## src/design/quintic_trajectory_eval_top_macros.svh

```systemverilog
// Assertion macros shared by the trajectory evaluator modules.
`ifndef QUINTIC_TRAJECTORY_EVAL_TOP_MACROS_SVH
`define QUINTIC_TRAJECTORY_EVAL_TOP_MACROS_SVH
`ifndef SYNTH
`define QTE_ASSERT_IMPL(lbl, clk, rst_n, ante, cons, msg) \
  lbl: assert property (@(posedge clk) disable iff (!rst_n) (ante) |-> (cons)) \
    else $error(msg);
`define QTE_ASSERT_NEXT(lbl, clk, rst_n, ante, cons, msg) \
  lbl: assert property (@(posedge clk) disable iff (!rst_n) (ante) |=> (cons)) \
    else $error(msg);
`else
`define QTE_ASSERT_IMPL(lbl, clk, rst_n, ante, cons, msg)
`define QTE_ASSERT_NEXT(lbl, clk, rst_n, ante, cons, msg)
`endif
`endif

```

## src/design/qte_pkg.sv

```systemverilog
`default_nettype none
package qte_pkg;

  localparam int DUR_W       = 24;
  localparam int CFG_DW      = 32;
  localparam int CFG_IW      = 3;
  localparam int COEF_W      = 64;
  localparam int OUT_W       = 48;
  localparam int NUM_DER     = 5;
  localparam int TDATA_W     = OUT_W * NUM_DER;
  localparam int S_W         = 56;
  localparam int DQ_W        = 63;
  localparam int QUEUE_DEPTH = 4;

  // Pipeline depths of the arithmetic units.
  localparam int MUL_LAT   = 4;
  localparam int HSTEP_LAT = MUL_LAT + 1;
  localparam int DDIV_LAT  = DQ_W + 2;
  localparam int SDIV_LAT  = S_W;

  typedef enum logic [CFG_IW-1:0] {
    REG_X0  = 3'd0,
    REG_V0  = 3'd1,
    REG_A0  = 3'd2,
    REG_X1  = 3'd3,
    REG_V1  = 3'd4,
    REG_A1  = 3'd5,
    REG_DUR = 3'd6
  } reg_idx_t;

  typedef logic signed [COEF_W-1:0] coef_t;
  typedef coef_t ctab_t [NUM_DER][6];

  typedef struct packed {
    logic             bad;
    logic [DUR_W-1:0] t;
  } item_t;

  typedef struct packed {
    logic             busy;
    logic [DUR_W-1:0] dur;
  } stat_t;

  function automatic int lane_lat(input int m);
    return (NUM_DER - m) * HSTEP_LAT + m * DDIV_LAT;
  endfunction

  localparam int LANE_LAT_MAX = lane_lat(NUM_DER - 1);

  // Factor (j+1)(j+2)...(j+m) that the m-th derivative puts on coefficient j+m.
  function automatic logic [6:0] ffact(input int m, input int j);
    int f;
    f = 1;
    for (int i = 1; i <= m; i++) f = f * (j + i);
    if (j + m > 5) f = 0;
    return 7'(f);
  endfunction

endpackage
`default_nettype wire

```

## src/design/qte_front.sv

```systemverilog
`default_nettype none
module qte_front #(
  parameter int QDEPTH = 4
) (
  input  logic                       clk,
  input  logic                       rst_n,
  input  logic                       in_tvalid,
  output logic                       in_tready,
  input  logic [qte_pkg::DUR_W-1:0]  in_tdata,
  input  qte_pkg::stat_t             stat_i,
  input  logic                       pop_i,
  output logic                       hvld_o,
  output qte_pkg::item_t             head_o
);
  import qte_pkg::*;

  localparam int PW = $clog2(QDEPTH);
  localparam int CW = $clog2(QDEPTH + 1);

  item_t         q_r [QDEPTH];
  logic [PW-1:0] wp_r, rp_r;
  logic [CW-1:0] cnt_r;
  logic          push;

  assign in_tready = cnt_r != CW'(QDEPTH);
  assign push      = in_tvalid && in_tready;
  assign hvld_o    = cnt_r != '0;
  assign head_o    = q_r[rp_r];

  always_ff @(posedge clk) begin
    if (push) begin
      // A zero duration is flagged here; the back end then emits zeros.
      q_r[wp_r] <= '{bad: stat_i.dur == '0, t: in_tdata};
    end
  end

  always_ff @(posedge clk) begin
    if (!rst_n) begin
      wp_r  <= '0;
      rp_r  <= '0;
      cnt_r <= '0;
    end else begin
      if (push) wp_r <= (wp_r == PW'(QDEPTH - 1)) ? '0 : wp_r + 1'b1;
      if (pop_i) rp_r <= (rp_r == PW'(QDEPTH - 1)) ? '0 : rp_r + 1'b1;
      if (push && !pop_i) cnt_r <= cnt_r + 1'b1;
      else if (pop_i && !push) cnt_r <= cnt_r - 1'b1;
    end
  end

endmodule
`default_nettype wire

```

## config.mk

```make
export PLATFORM = sky130hd
export DESIGN_NAME = qte_front
export DESIGN_NICKNAME = d
export VERILOG_FILES = /design/src/design/quintic_trajectory_eval_top_macros.svh /design/src/design/qte_pkg.sv /design/src/design/qte_front.sv
export SDC_FILE = /design/constraint.sdc
export NUM_CORES = 1
export LEC_CHECK = 0
export ABC_CLOCK_PERIOD_IN_PS = 2510
export BUFFER_PORTS_ARGS = -buffer_cell sky130_fd_sc_hd__buf_2
export CAP_MARGIN = 10
export CORE_MARGIN = 2
export CORE_UTILIZATION = 40
export DETAILED_ROUTE_END_ITERATION = 10
export PLACE_DENSITY = 0.71
export SETUP_SLACK_MARGIN = 0.4
export SLEW_MARGIN = 15
export SYNTH_ARGS = -nofsm -noshare
export SYNTH_HDL_FRONTEND = slang
export SYNTH_SLANG_ARGS = --single-unit
```

## constraint.sdc

```tcl
create_clock -name clk -period 2.51 [get_ports clk]
set_input_delay 0.502 -clock clk [delete_from_list [all_inputs] [get_ports clk]]
set_output_delay 0.502 -clock clk [all_outputs]
set_load 0.01 [all_outputs]
```

# --- After elaboration in Yosys (flattened, before gate mapping) ---
# Memory sizes are Yosys's and may differ from the RTL's. A register that Yosys moved wholly into a read port is not among the register bits.
# Index checks and enable logic that the tools add are counted.
classes:
  eq_ne: 3
  n_addsub: 4
  muxes: 8
  n_reduce_logical: 8
ops:
  columns: ["op", "count"]
  rows:
  - ["24-bit logical NOT", 1]
  - ["2-bit 2-to-1 mux", 4]
  - ["3-bit 2-to-1 mux", 2]
  - ["2-bit by 1-bit adder with 2-bit output, second input constant", 2]
  - ["2-bit == test, second input constant", 2]
  - ["3-bit by 1-bit adder with 3-bit output, second input constant", 1]
  - ["1-bit logical AND", 3]
  - ["3-bit != test, second input constant", 1]
  - ["3-bit nonzero test", 1]
  - ["3-bit by 1-bit subtractor with 3-bit output, second input constant", 1]
  - ["1-bit logical NOT", 2]
  - ["1-bit 2-to-1 mux", 2]
  - ["2-bit nonzero test", 1]
totals:
  elab_cells: 27
  mem_count: 1
  out_inout_bits: 27
  in_bits: 53
  mem_bits_rw: 100
  regBits: 7
memory_table:
  columns: ["memory", "words", "word_bits", "rd", "rd_ports_with_merged_regs", "write_ports", "line_no", "text"]
  rows:
  - ["q_r", 4, 25, 1, 1, 1, "qte_front.sv:20", "item_t q_r [QDEPTH];"]

# --- Logic depth before layout (Yosys ltp) ---
depth:
  ltp_word: 6
  ltp_mapped: 9

# --- Least setup slack after synthesis ---
# No wires, ideal clock.
synth_path:
  kind: "flip-flop to flip-flop"
  startpoint: "register cnt_r[0]"
  endpoint: "register cnt_r[2]"
  path_slack_ns: 0.404
  path_stages_with_launch: 10
  setup_time_ns: 0.070
  t_arrival_ns: 2.036
  period_less_slack_ns: 2.106
  t_required_ns: 2.440
  n_path_buf: 1
  cell_sequence: "dfxtp_1 > or3b_1 > buf_6 > and2_4 > ha_1 > inv_1 > fa_1 > xor2_1 > or3_2 > a21boi_1"
synth_between:
  elab_chain_cells: 5
synth_rtl:
  columns: ["item", "line_no", "text"]
  rows:
  - ["start, declared", "qte_front.sv:22", "logic [CW-1:0] cnt_r;"]
  - ["start signal, assigned", "qte_front.sv:45", "if (push && !pop_i) cnt_r <= cnt_r + 1'b1;"]
  - ["start signal, assigned", "qte_front.sv:46", "else if (pop_i && !push) cnt_r <= cnt_r - 1'b1;"]
  - ["3-bit != test *", "qte_front.sv:25", "assign in_tready = cnt_r != CW'(QDEPTH);"]
  - ["net in_tready", "qte_front.sv:8", "output logic in_tready,"]
  - ["1-bit logical AND *", "qte_front.sv:26", "assign push = in_tvalid && in_tready;"]
  - ["net push", "qte_front.sv:23", "logic push;"]
  - ["1-bit logical NOT", "qte_front.sv:46", null]
  - ["1-bit logical AND", "qte_front.sv:46", null]
  - ["2-bit nonzero test (no line)", null, null]
# The timed path passes the listed nets; every way through them passes the cells marked *. The select of a mux whose other input is x is not followed.
# A chain may end at the register's enable or synchronous reset.

==> metrics.json <==
{
  "ys_async_sr_fraction": {"value": 0, "unit": "%"},
  "average_wire_per_cell_in_the_routed_design": {"value": 17.4, "unit": "µm"},
  "final_nets": {"value": 337},
  "routed_via_density": {"value": 4.93},
  "p_leak": {"value": 1.73, "unit": "nW"},
  "muxShareOfSynthArea": {"value": 14.3, "unit": "%"},
  "ir_worst_vdd": {"value": 0.381, "unit": "mV"},
  "first_pass_iters": {"value": 4},
  "critPathKind": {"value": "flip-flop to primary output"},
  "die-width": {"value": 106, "unit": "µm"},
  "row_count": {"value": 37},
  "cts.sinks": {"value": 109},
  "dpl.cell_count": {"value": 397},
  "syn-num-nets": {"value": 249},
  "dominantRegCellSynth": {"value": "sky130_fd_sc_hd__edfxtp_1"},
  "yosysWarnings": {"value": 0},
  "cts_tree": {"value": "built"},
  "synthToLayoutAreaGrowth": {"value": 19.6, "unit": "%"},
  "globalRouteTotalUtil": {"value": 14.0, "unit": "%"},
  "final-hold-violation-count": {"value": 0},
  "routed_wirelength": {"value": 7290, "unit": "µm"},
  "clock_path_buffers": {"value": 2},
  "finalCoreUtilization": {"value": 48.7, "unit": "%"},
  "syn_area": {"value": 4150, "unit": "µm²"},
  "power.density": {"value": 785, "unit": "nW/µm²"},
  "dr_total_vias": {"value": 2060},
  "status": {"value": "finished clean"},
  "die_height": {"value": 106, "unit": "µm"},
  "maxClockFrequency": {"value": 0.473, "unit": "GHz"},
  "globalRoute.busiestLayer": {"value": "met2"},
  "grt_remaining_overflow": {"value": 0},
  "postSynthAreaPerCell": {"value": 22.0, "unit": "µm²"},
  "drive_gt1_share": {"value": 49.3, "unit": "%"},
  "antenna_cells": {"value": 0},
  "design.portCount": {"value": 80},
  "fin_skew": {"value": 0.0109, "unit": "ns"},
  "clock_tree.htree_level_count": {"value": 3},
  "grt_util_met1": {"value": 17.5, "unit": "%"},
  "synth-simple-area-share": {"value": 3.98, "unit": "%"},
  "fillCellCount": {"value": 879},
  "worst_slew_pin_slew": {"value": 0.725, "unit": "ns"},
  "synth-seq-area-share": {"value": 76.7, "unit": "%"},
  "number_of_antenna_violations_at_the_first_check_in_global_routing": {"value": 0},
  "timing.critical_path.required": {"value": 2.01, "unit": "ns"},
  "totalNegativeSetupSlack": {"value": 0, "unit": "ns"},
  "clk-insertion-delay-late": {"value": 0.36, "unit": "ns"},
  "report.final.setup_viol": {"value": 0},
  "critical_path.max_fanout": {"value": 10},
  "drc_errors": {"value": 0},
  "floorplan.initialDensity": {"value": 40.7, "unit": "%"},
  "critPathLaunchType": {"value": "flip-flop"},
  "timing.critical_path.to_type": {"value": "primary output"},
  "grt_pass1_wl": {"value": 11400, "unit": "µm"},
  "timing.hold.worst.class": {"value": "input pin to flip-flop"},
  "drv_slew": {"value": 0},
  "cp_data_arrival_time": {"value": 1.61, "unit": "ns"},
  "gp_congestion": {"value": 0.652},
  "number_of_nets_with_antenna_violations_after_detailed_routing": {"value": 0},
  "cts-root-buf": {"value": "sky130_fd_sc_hd__clkbuf_8"},
  "rsz_0062_raised_after_global_routing": {"value": "true"},
  "worst_slew_margin_rel": {"value": 51.7, "unit": "%"},
  "largest_family_of_logic_cells_by_synthesized_area": {"value": "multiplexers"},
  "count_of_input_and_output_buffers": {"value": 78},
  "grt_max_degree": {"value": 26},
  "synth_cell_type_count": {"value": 28},
  "fin_crit": {"value": 2.11, "unit": "ns"},
  "drtIter0Drc": {"value": 75},
  "hpwlAfterDp": {"value": 4520, "unit": "µm"},
  "number_of_buffers_added_by_the_clock_tree_synthesis_step": {"value": 9},
  "hold-worst-slack": {"value": 0.349, "unit": "ns"},
  "fp.dieArea": {"value": 11200, "unit": "µm²"},
  "post-route-period-util": {"value": 84.2, "unit": "%"},
  "synth-compound-area-share": {"value": 0.603, "unit": "%"},
  "synth_enable_flop_cells": {"value": 100},
  "synth.ff_latch_count": {"value": 109},
  "finish.cell_count_without_fillers": {"value": 418},
  "yosys.area_share.xor_xnor": {"value": 0.422, "unit": "%"},
  "clock_slew_seen_by_the_registers_of_the_worst_setup_and_hold_paths": {"value": 0.10, "unit": "ns"},
  "global_route.usage.met2": {"value": 23.6, "unit": "%"},
  "synth-adder-area-share": {"value": 2.29, "unit": "%"},
  "post_synth_inst_count": {"value": 189},
  "first_global_vias": {"value": 2220},
  "grtUsageMet3": {"value": 3.77, "unit": "%"},
  "drv.max_cap_violation_count": {"value": 0},
  "fp.coreArea": {"value": 10200, "unit": "µm²"}
}
## layout make-up
cell class | instances | area, µm² | area share, %
Clock inverter | 6 | 63.8 | 1.29
Timing Repair Buffer | 85 | 488 | 9.83
Sequential cell | 109 | 3190 | 64.3
Inverter | 4 | 15.0 | 0.303
Multi-Input combinational cell | 68 | 907 | 18.3
Tap cell | 136 | 170 | 3.43
Clock buffer | 10 | 128 | 2.57
## metal layers
layer  part of all wire, %  wire length (µm)
met5                     0                 0
met4                   1.3                94
met3                   4.5               326
met2                    53              3830
met1                    42              3040
## critical path: stages, from the launching register on
cell	delay, ns
sky130_fd_sc_hd__dfxtp_4	0.41
sky130_fd_sc_hd__buf_12	0.16
sky130_fd_sc_hd__mux4_2	0.52
sky130_fd_sc_hd__buf_2	0.16
## path summary, 6_finish.rpt
path	to	slack [ns]	depth (start not counted)	start
setup / recovery	head_o[6]	0.40	3	flip-flop
hold / removal	q_r[0][19]	0.35	1	in_tdata[19]
setup reg to reg	cnt_r[2]	0.42	8	cnt_r[2]
hold reg to reg	wp_r[1]	0.51	2	wp_r[1]
## metrics by stage
stage	total power, mW	worst slack [ns]	cell area (µm²)
2_1_floorplan	2.64	0.404	4150
3_3_place_gp	2.87	0.352	4700
3_5_place_dp	2.89	0.278	4700
4_1_cts	3.93	0.340	4940
5_1_grt	4.08	0.313	4960
6_report	3.89	0.398	4960
## kinds of logic (layout without fill, tap and decap cells)
family	count (synthesis)	in the layout
compound gates	4	4
xor+xnor	2	2
fa+ha+maj	7	7
buf+inv	12	105
flops	109	109
mux	28	28
simple gates	27	27
## cells in the mapped netlist, types with 2 or more instances
library cell	instances	share of area [%]
sky130_fd_sc_hd__and3_2	4	0.72
sky130_fd_sc_hd__buf_6	3	0.81
sky130_fd_sc_hd__nor4_1	6	0.90
sky130_fd_sc_hd__or3_2	2	0.36
sky130_fd_sc_hd__mux4_2	25	14
sky130_fd_sc_hd__nor2_1	2	0.18
sky130_fd_sc_hd__nand4_1	2	0.30
sky130_fd_sc_hd__dfxtp_1	9	4.3
sky130_fd_sc_hd__buf_2	3	0.36
sky130_fd_sc_hd__mux2i_1	3	0.72
sky130_fd_sc_hd__edfxtp_1	100	72
sky130_fd_sc_hd__inv_1	4	0.36
sky130_fd_sc_hd__nor2b_1	3	0.45
sky130_fd_sc_hd__ha_1	6	1.8
sky130_fd_sc_hd__nand2_1	4	0.36
## sequential cells by signal, indices dropped and copies added (netlist names), named ones only
name and cells:
q_r 100, cnt_r 3, rp_r 2, wp_r 2
## where the power goes
part / switching [mW] / internal (mW) / leakage [nW]
combinational: 0.326 / 0.307 / 0.641
sequential: 0.0608 / 2.18 / 0.998
clock: 0.565 / 0.461 / 0.0939
total: 0.951 / 2.94 / 1.73
## placed cells by master, fill, tap and decap left out, types with 4 or more instances in the layout
cell type	count
sky130_fd_sc_hd__buf_4	4
sky130_fd_sc_hd__mux4_2	25
sky130_fd_sc_hd__nand2_1	4
sky130_fd_sc_hd__inv_1	4
sky130_fd_sc_hd__clkbuf_8	9
sky130_fd_sc_hd__and3_2	4
sky130_fd_sc_hd__nor4_1	6
sky130_fd_sc_hd__dfxtp_1	5
sky130_fd_sc_hd__buf_2	78
sky130_fd_sc_hd__ha_1	5
sky130_fd_sc_hd__edfxtp_1	100
## repair_timing
| action | in CTS | in global routing |
|---|---|---|
| gates cloned | 1 | 0 |
| pin swaps | 1 | 0 |
| buffers inserted | 2 | 2 |
| hold buffers | 0 | 0 |
| endpoints found under the setup margin | 22 | 26 |
| resized for setup | 8 | 1 |
Power figures use the tool's default switching activity.
